--- src/design/dsgs_pkg.sv ---
`timescale 1ns / 1ps
// ----------------------------------------------------------------------------
// dsgs_pkg - shared types and constants for the dual stepper goal sequencer
// Command word passed from the front end to the back end, result fields,
// the half-step coil table and the step-toward-goal helper.
// ----------------------------------------------------------------------------
package dsgs_pkg;

    localparam int POS_W       = 32;
    localparam int COIL_W      = 8;
    localparam int WAIT_W      = 16;
    localparam int ELAPSED_W   = 22;
    localparam int DEF_SUBSTEPS = 8;
    localparam logic [WAIT_W-1:0] WAIT_RESET = 16'd1000;

    // Command queue between front and back, depth is a power of two
    localparam int QUEUE_DEPTH = 2;
    localparam int QPTR_W      = $clog2(QUEUE_DEPTH);
    localparam int QCNT_W      = $clog2(QUEUE_DEPTH + 1);

    // Input kind codes
    localparam logic REQ_GOAL = 1'b0;
    localparam logic REQ_TICK = 1'b1;

    // Motor select codes
    localparam logic MOTOR_A = 1'b0;
    localparam logic MOTOR_B = 1'b1;

    typedef struct packed {
        logic             is_tick;
        logic             motor_sel;
        logic [POS_W-1:0] goal;
    } cmd_t;

    typedef struct packed {
        logic [ELAPSED_W-1:0] elapsed_us;
        logic [POS_W-1:0]     goal_b;
        logic [POS_W-1:0]     goal_a;
        logic [POS_W-1:0]     position_b;
        logic [POS_W-1:0]     position_a;
        logic [COIL_W-1:0]    coil_bits;
        logic                 stepped;
        logic                 last;
    } result_t;

    // Half-step coil pattern, indexed by position mod 8
    function automatic logic [3:0] half_step(input logic [2:0] idx);
        logic [3:0] pat;
        case (idx)
            3'd0:    pat = 4'h7;
            3'd1:    pat = 4'h3;
            3'd2:    pat = 4'hb;
            3'd3:    pat = 4'h9;
            3'd4:    pat = 4'hd;
            3'd5:    pat = 4'hc;
            3'd6:    pat = 4'he;
            3'd7:    pat = 4'h6;
            default: pat = 4'h0;
        endcase
        return pat;
    endfunction

    // One step of pos toward goal, signed compare
    function automatic logic [POS_W-1:0] step_toward(input logic [POS_W-1:0] pos,
                                                     input logic [POS_W-1:0] goal);
        logic [POS_W-1:0] res;
        if ($signed(pos) < $signed(goal))
            res = pos + POS_W'(1);
        else if ($signed(pos) > $signed(goal))
            res = pos - POS_W'(1);
        else
            res = pos;
        return res;
    endfunction

endpackage

--- src/design/dsgs_front.sv ---
`timescale 1ns / 1ps
// ----------------------------------------------------------------------------
// dsgs_front - input word intake and command queue
// Accepts input words, sorts them into goal writes and ticks, and holds
// them in a short queue for the back end.
// ----------------------------------------------------------------------------
module dsgs_front (
    input  logic                     clk,
    input  logic                     rst_n,
    input  logic                     s_tvalid,
    output logic                     s_tready,
    input  logic [dsgs_pkg::POS_W-1:0] s_tdata,
    input  logic [1:0]               s_tuser,
    output logic                     cmd_valid,
    output dsgs_pkg::cmd_t           cmd,
    input  logic                     cmd_pop
);
    import dsgs_pkg::*;

    cmd_t               queue_mem [QUEUE_DEPTH];
    logic [QPTR_W-1:0]  wr_ptr_reg, wr_ptr_next;
    logic [QPTR_W-1:0]  rd_ptr_reg, rd_ptr_next;
    logic [QCNT_W-1:0]  count_reg, count_next;
    logic               push;
    logic               pop;
    cmd_t               in_cmd;

    assign s_tready  = (count_reg != QCNT_W'(QUEUE_DEPTH));
    assign push      = s_tvalid && s_tready;
    assign cmd_valid = (count_reg != '0);
    assign pop       = cmd_pop && cmd_valid;
    assign cmd       = queue_mem[rd_ptr_reg];

    always_comb
    begin
        in_cmd.is_tick   = (s_tuser[0] == REQ_TICK);
        in_cmd.motor_sel = s_tuser[1];
        in_cmd.goal      = s_tdata;
    end

    always_comb
    begin
        wr_ptr_next = push ? wr_ptr_reg + QPTR_W'(1) : wr_ptr_reg;
        rd_ptr_next = pop  ? rd_ptr_reg + QPTR_W'(1) : rd_ptr_reg;
        case ({push, pop})
            2'b10:   count_next = count_reg + QCNT_W'(1);
            2'b01:   count_next = count_reg - QCNT_W'(1);
            default: count_next = count_reg;
        endcase
    end

    always_ff @(posedge clk or negedge rst_n)
    begin
        if (!rst_n)
        begin
            wr_ptr_reg <= '0;
            rd_ptr_reg <= '0;
            count_reg  <= '0;
        end
        else
        begin
            wr_ptr_reg <= wr_ptr_next;
            rd_ptr_reg <= rd_ptr_next;
            count_reg  <= count_next;
        end
    end

    always_ff @(posedge clk)
    begin
        if (push)
            queue_mem[wr_ptr_reg] <= in_cmd;
    end

endmodule

--- src/design/dsgs_back.sv ---
`timescale 1ns / 1ps
// ----------------------------------------------------------------------------
// dsgs_back - goal/position state and substep sequencer
// Pops commands, updates goals, runs the substeps of a frame tick and
// loads one result per cycle into the output register while it is free or being read.
// ----------------------------------------------------------------------------
module dsgs_back #(
    parameter int SUBSTEPS = dsgs_pkg::DEF_SUBSTEPS
) (
    input  logic                       clk,
    input  logic                       rst_n,
    input  logic                       cfg_wr_en,
    input  logic [dsgs_pkg::WAIT_W-1:0] cfg_wr_data,
    input  logic                       cmd_valid,
    input  dsgs_pkg::cmd_t             cmd,
    output logic                       cmd_pop,
    output logic                       res_valid,
    output dsgs_pkg::result_t          res,
    input  logic                       res_ready
);
    import dsgs_pkg::*;

    localparam int CNT_W = (SUBSTEPS > 1) ? $clog2(SUBSTEPS) : 1;

    logic [POS_W-1:0]   goal_a_reg, goal_a_next;
    logic [POS_W-1:0]   goal_b_reg, goal_b_next;
    logic [POS_W-1:0]   pos_a_reg, pos_a_next;
    logic [POS_W-1:0]   pos_b_reg, pos_b_next;
    logic [COIL_W-1:0]  coil_latch_reg, coil_latch_next;
    logic [WAIT_W-1:0]  wait_reg;
    logic               busy_reg, busy_next;
    logic [CNT_W-1:0]   sub_cnt_reg, sub_cnt_next;
    logic               out_valid_reg, out_valid_next;
    result_t            out_reg, out_next;

    logic               can_load;
    logic               at_goal;
    logic               do_sub;
    logic [CNT_W-1:0]   sub_idx;
    logic               fin;
    logic [POS_W-1:0]   step_a, step_b;
    logic [COIL_W-1:0]  coil_new;
    logic [ELAPSED_W-1:0] frame_us;

    assign can_load = !out_valid_reg || res_ready;
    assign at_goal  = (pos_a_reg == goal_a_reg) && (pos_b_reg == goal_b_reg);
    assign cmd_pop  = can_load && !busy_reg && cmd_valid;
    assign do_sub   = can_load && (busy_reg || (cmd_pop && cmd.is_tick && !at_goal));
    assign sub_idx  = busy_reg ? sub_cnt_reg : '0;
    assign fin      = (sub_idx == CNT_W'(SUBSTEPS - 1));
    assign step_a   = step_toward(pos_a_reg, goal_a_reg);
    assign step_b   = step_toward(pos_b_reg, goal_b_reg);
    assign coil_new = {half_step(step_b[2:0]), half_step(step_a[2:0])};
    assign frame_us = ELAPSED_W'(wait_reg) * ELAPSED_W'(SUBSTEPS);

    assign res_valid = out_valid_reg;
    assign res       = out_reg;

    always_comb
    begin
        goal_a_next     = goal_a_reg;
        goal_b_next     = goal_b_reg;
        pos_a_next      = pos_a_reg;
        pos_b_next      = pos_b_reg;
        coil_latch_next = coil_latch_reg;
        busy_next       = busy_reg;
        sub_cnt_next    = sub_cnt_reg;
        out_next        = out_reg;
        out_valid_next  = out_valid_reg && !res_ready;

        if (do_sub)
        begin
            pos_a_next      = step_a;
            pos_b_next      = step_b;
            coil_latch_next = coil_new;
            busy_next       = !fin;
            sub_cnt_next    = sub_idx + CNT_W'(1);
            out_valid_next  = 1'b1;
            out_next.coil_bits  = coil_new;
            out_next.position_a = step_a;
            out_next.position_b = step_b;
            out_next.goal_a     = goal_a_reg;
            out_next.goal_b     = goal_b_reg;
            out_next.stepped    = 1'b1;
            out_next.elapsed_us = fin ? frame_us : '0;
            out_next.last       = fin;
        end
        else if (cmd_pop)
        begin
            // goal write or a tick with both motors already parked
            if (!cmd.is_tick)
            begin
                if (cmd.motor_sel == MOTOR_B)
                    goal_b_next = cmd.goal;
                else
                    goal_a_next = cmd.goal;
            end
            out_valid_next      = 1'b1;
            out_next.coil_bits  = coil_latch_reg;
            out_next.position_a = pos_a_reg;
            out_next.position_b = pos_b_reg;
            out_next.goal_a     = goal_a_next;
            out_next.goal_b     = goal_b_next;
            out_next.stepped    = 1'b0;
            out_next.elapsed_us = '0;
            out_next.last       = 1'b1;
        end
    end

    always_ff @(posedge clk or negedge rst_n)
    begin
        if (!rst_n)
        begin
            goal_a_reg     <= '0;
            goal_b_reg     <= '0;
            pos_a_reg      <= '0;
            pos_b_reg      <= '0;
            coil_latch_reg <= '0;
            wait_reg       <= WAIT_RESET;
            busy_reg       <= 1'b0;
            sub_cnt_reg    <= '0;
            out_valid_reg  <= 1'b0;
        end
        else
        begin
            goal_a_reg     <= goal_a_next;
            goal_b_reg     <= goal_b_next;
            pos_a_reg      <= pos_a_next;
            pos_b_reg      <= pos_b_next;
            coil_latch_reg <= coil_latch_next;
            busy_reg       <= busy_next;
            sub_cnt_reg    <= sub_cnt_next;
            out_valid_reg  <= out_valid_next;
            if (cfg_wr_en)
                wait_reg <= cfg_wr_data;
        end
    end

    always_ff @(posedge clk)
    begin
        out_reg <= out_next;
    end

`ifndef ASSERT_OFF
    // No command leaves the queue while a frame is mid-sequence
    a_no_pop_busy: assert property (@(posedge clk) disable iff (!rst_n)
        busy_reg |-> !cmd_pop)
        else $error("command popped during a frame");

    // A pending non-final substep result implies the frame is still running
    a_mid_frame_busy: assert property (@(posedge clk) disable iff (!rst_n)
        (out_valid_reg && out_reg.stepped && !out_reg.last) |-> busy_reg)
        else $error("non-final substep without active frame");

    // Results that did not step are single, final and carry no time
    a_plain_result: assert property (@(posedge clk) disable iff (!rst_n)
        (out_valid_reg && !out_reg.stepped) |-> (out_reg.last && out_reg.elapsed_us == '0))
        else $error("non-stepping result malformed");

    // A goal write pop shows up as a final result on the next cycle
    a_goal_echo: assert property (@(posedge clk) disable iff (!rst_n)
        (cmd_pop && !cmd.is_tick) |=> (out_valid_reg && out_reg.last && !out_reg.stepped))
        else $error("goal write result missing");
`endif

endmodule

--- src/design/dual_stepper_goal_sequencer.sv ---
`timescale 1ns / 1ps
// ----------------------------------------------------------------------------
// dual_stepper_goal_sequencer - two-motor half-step goal sequencer
// Takes goal writes and frame ticks, steps both motors toward their goals
// and streams out coil bytes with position and goal read-back.
// ----------------------------------------------------------------------------
// Usage:
//  - Input stream (s_*): one word per request. s_tuser[0] is the kind
//    (0 goal write, 1 frame tick), s_tuser[1] the motor for a goal write.
//    s_tdata carries the signed goal, ignored on ticks.
//  - Output stream (m_*): goal writes and parked ticks give one word with
//    m_tlast set; a tick with a motor away from goal gives SUBSTEPS words,
//    one per cycle unless stalled, the last with m_tlast and frame time in elapsed_us.
//  - cfg_wr_en/cfg_wr_data load the per-substep wait; write only when idle.
//  - An accepted word is written into the command queue, then popped by
//    the sequencer, which loads its result into the output register.
//  - Throughput: one input word per cycle for goal writes and parked ticks
//    unless stalled; a stepping tick occupies the sequencer to its last substep.
//  - A 2-deep command queue sits between intake and sequencer, so input is
//    still taken while a result waits in the output register.
//  - Stall: when m_tready is low the output register holds; the sequencer
//    stops, the queue fills and s_tready drops.
//  - Reset: goals, positions and coil latch clear, wait returns to 1000 us,
//    queue and output empty.
// ----------------------------------------------------------------------------
module dual_stepper_goal_sequencer #(
    parameter int SUBSTEPS = dsgs_pkg::DEF_SUBSTEPS
) (
    input  logic                        clk,
    input  logic                        rst_n,
    // config
    input  logic                        cfg_wr_en,
    input  logic [dsgs_pkg::WAIT_W-1:0] cfg_wr_data,   // step_wait_us
    // input stream
    input  logic                        s_tvalid,
    output logic                        s_tready,
    input  logic [31:0]                 s_tdata,       // [31:0] goal_steps
    input  logic [1:0]                  s_tuser,       // [0] req_type, [1] motor_sel
    // output stream
    output logic                        m_tvalid,
    input  logic                        m_tready,
    output logic [159:0]                m_tdata,       // [7:0] coil_bits,
                                                       // [39:8] position_a,
                                                       // [71:40] position_b,
                                                       // [103:72] goal_a,
                                                       // [135:104] goal_b,
                                                       // [157:136] elapsed_us,
                                                       // [159:158] zero
    output logic                        m_tuser,       // [0] stepped
    output logic                        m_tlast
);
    import dsgs_pkg::*;

    logic     cmd_valid;
    cmd_t     cmd;
    logic     cmd_pop;
    result_t  res;

    dsgs_front u_front (
        .clk       (clk),
        .rst_n     (rst_n),
        .s_tvalid  (s_tvalid),
        .s_tready  (s_tready),
        .s_tdata   (s_tdata),
        .s_tuser   (s_tuser),
        .cmd_valid (cmd_valid),
        .cmd       (cmd),
        .cmd_pop   (cmd_pop)
    );

    dsgs_back #(
        .SUBSTEPS (SUBSTEPS)
    ) u_back (
        .clk         (clk),
        .rst_n       (rst_n),
        .cfg_wr_en   (cfg_wr_en),
        .cfg_wr_data (cfg_wr_data),
        .cmd_valid   (cmd_valid),
        .cmd         (cmd),
        .cmd_pop     (cmd_pop),
        .res_valid   (m_tvalid),
        .res         (res),
        .res_ready   (m_tready)
    );

    // Pack result fields, lowest field first, padded to whole bytes
    assign m_tdata = {2'b00, res.elapsed_us, res.goal_b, res.goal_a,
                      res.position_b, res.position_a, res.coil_bits};
    assign m_tuser = res.stepped;
    assign m_tlast = res.last;

endmodule

--- config.mk ---
export PLATFORM = sky130hd
export DESIGN_NAME = dual_stepper_goal_sequencer
export DESIGN_NICKNAME = d
export VERILOG_FILES = /design/src/design/dsgs_pkg.sv /design/src/design/dsgs_front.sv /design/src/design/dsgs_back.sv /design/src/design/dual_stepper_goal_sequencer.sv
export SDC_FILE = /design/constraint.sdc
export NUM_CORES = 1
export LEC_CHECK = 0
export BUFFER_PORTS_ARGS = -buffer_cell sky130_fd_sc_hd__buf_2
export CAP_MARGIN = 15
export CELL_PAD_IN_SITES_DETAIL_PLACEMENT = 0
export CELL_PAD_IN_SITES_GLOBAL_PLACEMENT = 1
export CORE_MARGIN = 3
export CORE_UTILIZATION = 25
export DETAILED_ROUTE_END_ITERATION = 8
export PLACE_DENSITY = 0.52
export SLEW_MARGIN = 20
export SYNTH_ARGS = -nofsm -noshare
export SYNTH_HDL_FRONTEND = slang
export SYNTH_HIERARCHICAL = 1
export SYNTH_SLANG_ARGS = --single-unit
export TNS_END_PERCENT = 5
--- constraint.sdc ---
create_clock -name clk -period 7.4 [get_ports clk]
set_input_delay 0.74 -clock clk [delete_from_list [all_inputs] [get_ports clk]]
set_output_delay 0.74 -clock clk [all_outputs]
set_load 0.005 [all_outputs]
# Word level (Yosys, flattened, before mapping)
# Memories as Yosys holds them, arrays and structs flattened.
# Cells that the tools add are included.
[word_totals] input_bits=55 latch_bits=0 mem_bits_ro=64 ramBits=68 reg_bits=321 mem_count=3 wordCells=80 output_inout_bits=164
[op_classes] mul=0 div=0 order_cmp=4 eq_ne=6 n_mux=17 shifts=0 reduce_logical=20 addsub=9 n_bitwise=1
[memory_table] memory="u_front.queue_mem" depth=2 width=34 rd=1 rd_clocked_by_memory_dff=0 write_ports=1 line="dsgs_front.sv:20" source="cmd_t queue_mem [QUEUE_DEPTH];"
[memory_table] memory="(no name shown)" depth=8 width=4 rd=1 rd_clocked_by_memory_dff=0 write_ports=0 line="dsgs_pkg.sv:49" source="case (idx)"
[memory_table] memory="(no name shown)" depth=8 width=4 rd=1 rd_clocked_by_memory_dff=0 write_ports=0 line="dsgs_pkg.sv:49"
[op_table] op="$mux W160" n=2
[op_table] op="$mux W32" n=8
[op_table] op="$add A32 B1 Y32 const B" n=2
[op_table] op="$eq A32 B32 Y1" n=2
[op_table] op="$gt A32 B32 Y1" n=2
[op_table] op="$lt A32 B32 Y1" n=2
[op_table] op="$sub A32 B1 Y32 const B" n=2
[op_table] op="$mux W19" n=1
[op_table] op="$logic_and A1 B1 Y1" n=9
[op_table] op="$reduce_bool A2 Y1" n=3
[op_table] op="$logic_not A1 Y1" n=5
[op_table] op="$mux W1" n=4
[op_table] op="$pmux W2 S2" n=1
[op_table] op="$add A3 B1 Y3 const B" n=1
[op_table] op="$eq A3 B3 Y1 const B" n=1
[op_table] op="$mux W3" n=1
[op_table] op="$add A1 B1 Y1 const B" n=2
[op_table] op="$add A2 B1 Y2 const B" n=1
[op_table] op="$eq A2 B1 Y1 const B" n=1
[op_table] op="$eq A2 B2 Y1 const B" n=1
[op_table] op="$logic_or A1 B1 Y1" n=2
[op_table] op="$ne A2 B2 Y1 const B" n=1
[op_table] op="$reduce_and A2 Y1" n=1
[op_table] op="$sub A2 B1 Y2 const B" n=1
[op_table] op="$not A1 Y1" n=1

# Logic depth before layout (Yosys ltp)
[depth] word_depth=10 ltp_mapped=15 depth_no_buf=11

# Cells and area by module
# The synthesis kept the hierarchy.
[modules_own_cells] mod="dsgs_back" area_per_inst_um2=16121.7 cells_per_inst=1600 n_inst=1 seq_area_each_um2=8550.7
[modules_own_cells] mod="dsgs_front" area_per_inst_um2=2672.6 cells_per_inst=123 n_inst=1 seq_area_each_um2=2142.1
[modules_own_cells] mod="dual_stepper_goal_sequencer" area_per_inst_um2=18.8 cells_per_inst=3 n_inst=1 seq_area_each_um2=0.0

# Worst setup path after synthesis
# Ideal clock, no wire load.
[synth_timing] path_kind="register to register" start="register u_back.pos_a_reg[18]" end="register u_back.out_reg, in the netlist u_back/res[0] (enable)" required_ps=6111 arrival_time_ps=5312 synth_period_minus_slack_ps=6601 path_buffers=4 path_stages_with_launch=13 setup_ps=1289 slack_ps=799 cell_sequence="dfrtp_1 > ha_1 > nand2_1 > nor4_1 > nand3_1 > o21a_1 > a21oi_1 > or2_2 > clkbuf_1 > buf_2 > buf_1 > buf_2 > nand2_1"
[synth_between] elab_chain_len=7
[synth_lines] item="start: declaration" line="dsgs_back.sv:27" source="logic [POS_W-1:0] pos_a_reg, pos_a_next;"
[synth_lines] item="start signal: assignment" line="dsgs_back.sv:128" source="pos_a_reg <= pos_a_next;"
[synth_lines] item="$eq A32 B32 Y1" line="dsgs_back.sv:46" source="assign at_goal = (pos_a_reg == goal_a_reg) && (pos_b_reg == goal_b_reg);"
[synth_lines] item="$logic_and A1 B1 Y1" line="dsgs_back.sv:46"
[synth_lines] item="$logic_not A1 Y1" line="dsgs_back.sv:48" source="assign do_sub = can_load && (busy_reg || (cmd_pop && cmd.is_tick && !at_goal));"
[synth_lines] item="$logic_and A1 B1 Y1" line="dsgs_back.sv:48"
[synth_lines] item="$logic_or A1 B1 Y1" line="dsgs_back.sv:48"
[synth_lines] item="$logic_and A1 B1 Y1" line="dsgs_back.sv:48"
[synth_lines] item="$reduce_bool A2 Y1 (no line)"
[synth_lines] item="end signal: assignment" line="dsgs_back.sv:141" source="out_reg <= out_next;"
[synth_lines] item="end: declaration" line="dsgs_back.sv:34" source="result_t out_reg, out_next;"
# No other way between the ends.
# A chain may end at the register's enable or synchronous reset.

# Worst setup path in the final report
[layout_timing] start="register u_back.pos_a_reg[20]" end="register u_back.out_reg, in the netlist u_back/res[111] (enable)"
# The elaborated chain is that of the path after synthesis.

==> reports/qor.yml <==
critical_path:
  endpoint_kind: "register"
  rrSetupSlack_ns: 2.57
  critPathMaxFanout: 83
  critical-path-top-delay-family: "simple AND/OR/NAND/NOR gates"
  arrival_ns: 5.08
  worstPathCellList: "ha_1 > nand3_1 > nor4_1 > buf_4 > nand3_1 > o21a_1 > a21oi_1 > or2_4 > nand2_4 > buf_4 > buf_4"
  crit_top_cell: "buf_4"
  path_buf_inv: 3
  required_ns: 7.65
  crit_path_top_delay_cell: "or2_4"
  criticalPathCategory: "register to register"
  critPathLaunchType: "register"
  cpPeakStageDelay_ns: 0.80
die:
  io-pin-count: 219
  fp-row-count: 99
  die_w_um: 280.3
  core-area_um2: 73700
  dieArea_um2: 78580
  die_y_um: 280.3
  start_util_pct: 25.53
grt:
  grt_pass1_wl_um: 91480
  grt_start_max_net_pins: 84
  antenna_found_initial: 3
  grt_overflow: 0
  grt_pass1_vias: 14130
  track_usage_pct: 15.41
pwr:
  p_per_area_nw_per_um2: 422.1
  p_leak_nw: 9.373
  finalPower_mw: 9.459
  ir_drop_v: 0.0001789
drt:
  wl_per_cell_um: 21.01
  drc: 0
  ant_nets: 0
  initialDrtViolationCount: 894
  num_vias: 13900
  drt-total-wl_um: 61200
  first_pass_iters: 5
  vias_per_cell: 4.772
finish:
  syn_to_final_growth_pct: 19.11
  multiInputGateArea_um2: 7401
  fillers: 7623
  n_antenna_cell: 0
  seq_area_um2: 10690
  largest_reg_flops: 154
  final_nets: 2042
  layout-drive-gt1-share_pct: 21.60
clock_network:
  postCtsHoldBufs: 0
  clk_pin_slew_ns: 0.06
  clk_path_buf_depth: 3
  ctsHtreeMaxLevel: 2
  cts_tree: "yes"
  cts_made_buffers: 47
  worst_skew_pair.late_latency_ns: 0.59
  cts_root_buffer: "clkbuf_16"
  post_cts_buffers: 0
  ctsResizeCount: 0
  clock-sinks: 383
synthesis:
  synth_area_um2: 18810
  netlist_instances: 1726
  ys_seq_area_share_pct: 56.84
  syn_avg_cell_area_um2: 10.90
  synth-main-ff-cell: "edfxtp_1"
  ys_warn_count: 6
  ys_ff_latch: 383
  synth_edf_count: 221
  synth_cell_type_count: 80
  async_flop_share_pct: 42.04
placed_design:
  pre_cts_slack_ns: 2.634
  portBuffers: 210
  gp_congestion: 0.7835
  dpl.hpwl_um: 42270
sta:
  finalCritPeriodShare_pct: 65.32
  relSlewSlack_pct: 34.21
  max_freq_mhz: 206.9
  worstMarginPinSlew_ns: 0.9868
  hold_viol_final: 0
  skew_ns: 0.02103
  setup_viol: 0
  setup_ws_ns: 2.567
  rsz0062_at_grt: "false"
  tns_ns: 0
  hold-worst-slack_ns: 0.09610
  maxSlewViolCount: 0
  period_needed_ns: 4.833
outcome:
  status: "complete, no violations"
flow_run:
  drv_cap: 0
worst_hold_path:
  hold_path_class: "primary input to async pin"
cell families after synthesis:
family          synth area share (%)
buf+inv                        4.236
other cells                  0.03992
fa+ha+maj                      4.722
compound gates                 11.13
flops                          56.84
mux                            5.154
simple gates                   15.65
xor+xnor                       2.235
routing by layer:
| layer | vias to the layer above | wire (µm) | track usage [%] |
|---|---|---|---|
| met1 | 6833 | 26910 | 20.24 |
| met4 | 0 | 2128 | 5.385 |
| met3 | 94 | 3210 | 2.937 |
| met5 | - | 0 | 0 |
| met2 | 373 | 28960 | 25.44 |
| li1 | 6601 | - | - |
worst register-to-register path, delay by kind of cell (launching register included):
kind                       cells  cell delay (ns)
DFF                            1             0.49
adders and majority gates      1             0.37
buffers and inverters          3             1.07
and+or+nand+nor                5             1.82
AOI/OAI and AO/OA              2             0.71
Yosys cell counts (all sizes together) (5+ instances only):
cell,n,area (µm²)
inv,97,364.1
nand2b,6,37.54
and2,10,65.06
and3,38,237.7
or4,14,112.6
or2,21,131.4
a31oi,10,62.56
nand2,304,1141
buf,27,177.7
nor3,37,190.2
nor2b,7,43.79
nand4,27,175.2
o21a,19,142.6
nor2,52,195.2
o22ai,5,31.28
o211ai,12,90.09
a211o,5,43.79
dfstp,6,157.7
mux2,65,739.5
mux2i,23,230.2
dfrtp,155,3879
o31a,5,43.79
o31ai,6,45.04
edfxtp,221,6636
o21ai,130,650.6
xor2,16,140.1
a21o,13,97.59
or3,24,150.1
a22oi,11,87.58
o32ai,5,43.79
clkbuf,68,255.2
a21oi,61,312.8
ha,71,888.4
nor4,22,165.2
xnor2,32,280.3
o22a,8,70.07
nand3,36,180.2
o311ai,5,43.79
stage by stage:
stage	util [%]	std cells	cell area, µm²
floorplan	-	1732	18840
global placement	28.30	2826	20860
detailed placement	28.31	2826	20870
CTS	30.40	2913	22410
global route	30.40	2913	22410
finish	30.40	2913	22410
cells in the final DEF, fill, tap and decap left out, types with 10 or more instances in the layout:
cell type	n
nand4_1	26
or4_1	12
o211ai_1	12
nor3_1	35
and3_1	37
xnor2_1	32
mux2i_1	23
nand2_1	303
nor2_1	49
buf_2	209
a21oi_1	59
clkbuf_1	10
nand3_1	36
a22oi_1	10
a31oi_1	10
clkbuf_16	48
edfxtp_1	221
o21ai_0	129
ha_1	71
or3_1	24
o21a_1	19
buf_4	20
inv_1	97
mux2_2	63
nor4_1	19
xor2_1	16
or2_2	18
dfrtp_1	155
a21o_1	13
area by class of cell:
cell class                      count  share of cell area (%)
Sequential cell                   383                   47.72
Multi-Input combinational cell   1157                   33.03
Clock buffer                       61                   5.712
Timing Repair Buffer              230                   5.388
Tap cell                          959                   5.355
Inverter                           97                   1.625
Clock inverter                     26                   1.178
report_power, final:
group / internal (mW) / leakage, nW / switching, mW
clock: 1.37 / 0.739 / 0.966
combinational: 1.21 / 4.55 / 2.19
sequential: 3.26 / 4.09 / 0.462
worst paths after layout:
path / end / cells after the start / from
worst max register to register: u_back/res[111] / 11 / u_back/pos_a_reg[20]
worst min-delay path: u_back/goal_b_reg[16] / 1 / rst_n
worst max-delay path: u_back/res[111] / 11 / u_back/pos_a_reg[20]
worst min register to register: u_back/sub_cnt_reg[2] / 2 / u_back/sub_cnt_reg[2]
max in group asynchronous: u_back/wait_reg[12] / 2 / rst_n
min in group clk: u_front/queue_mem[1][16] / 1 / s_tdata[16]
Note: power is estimated with default switching activity, not from simulation.
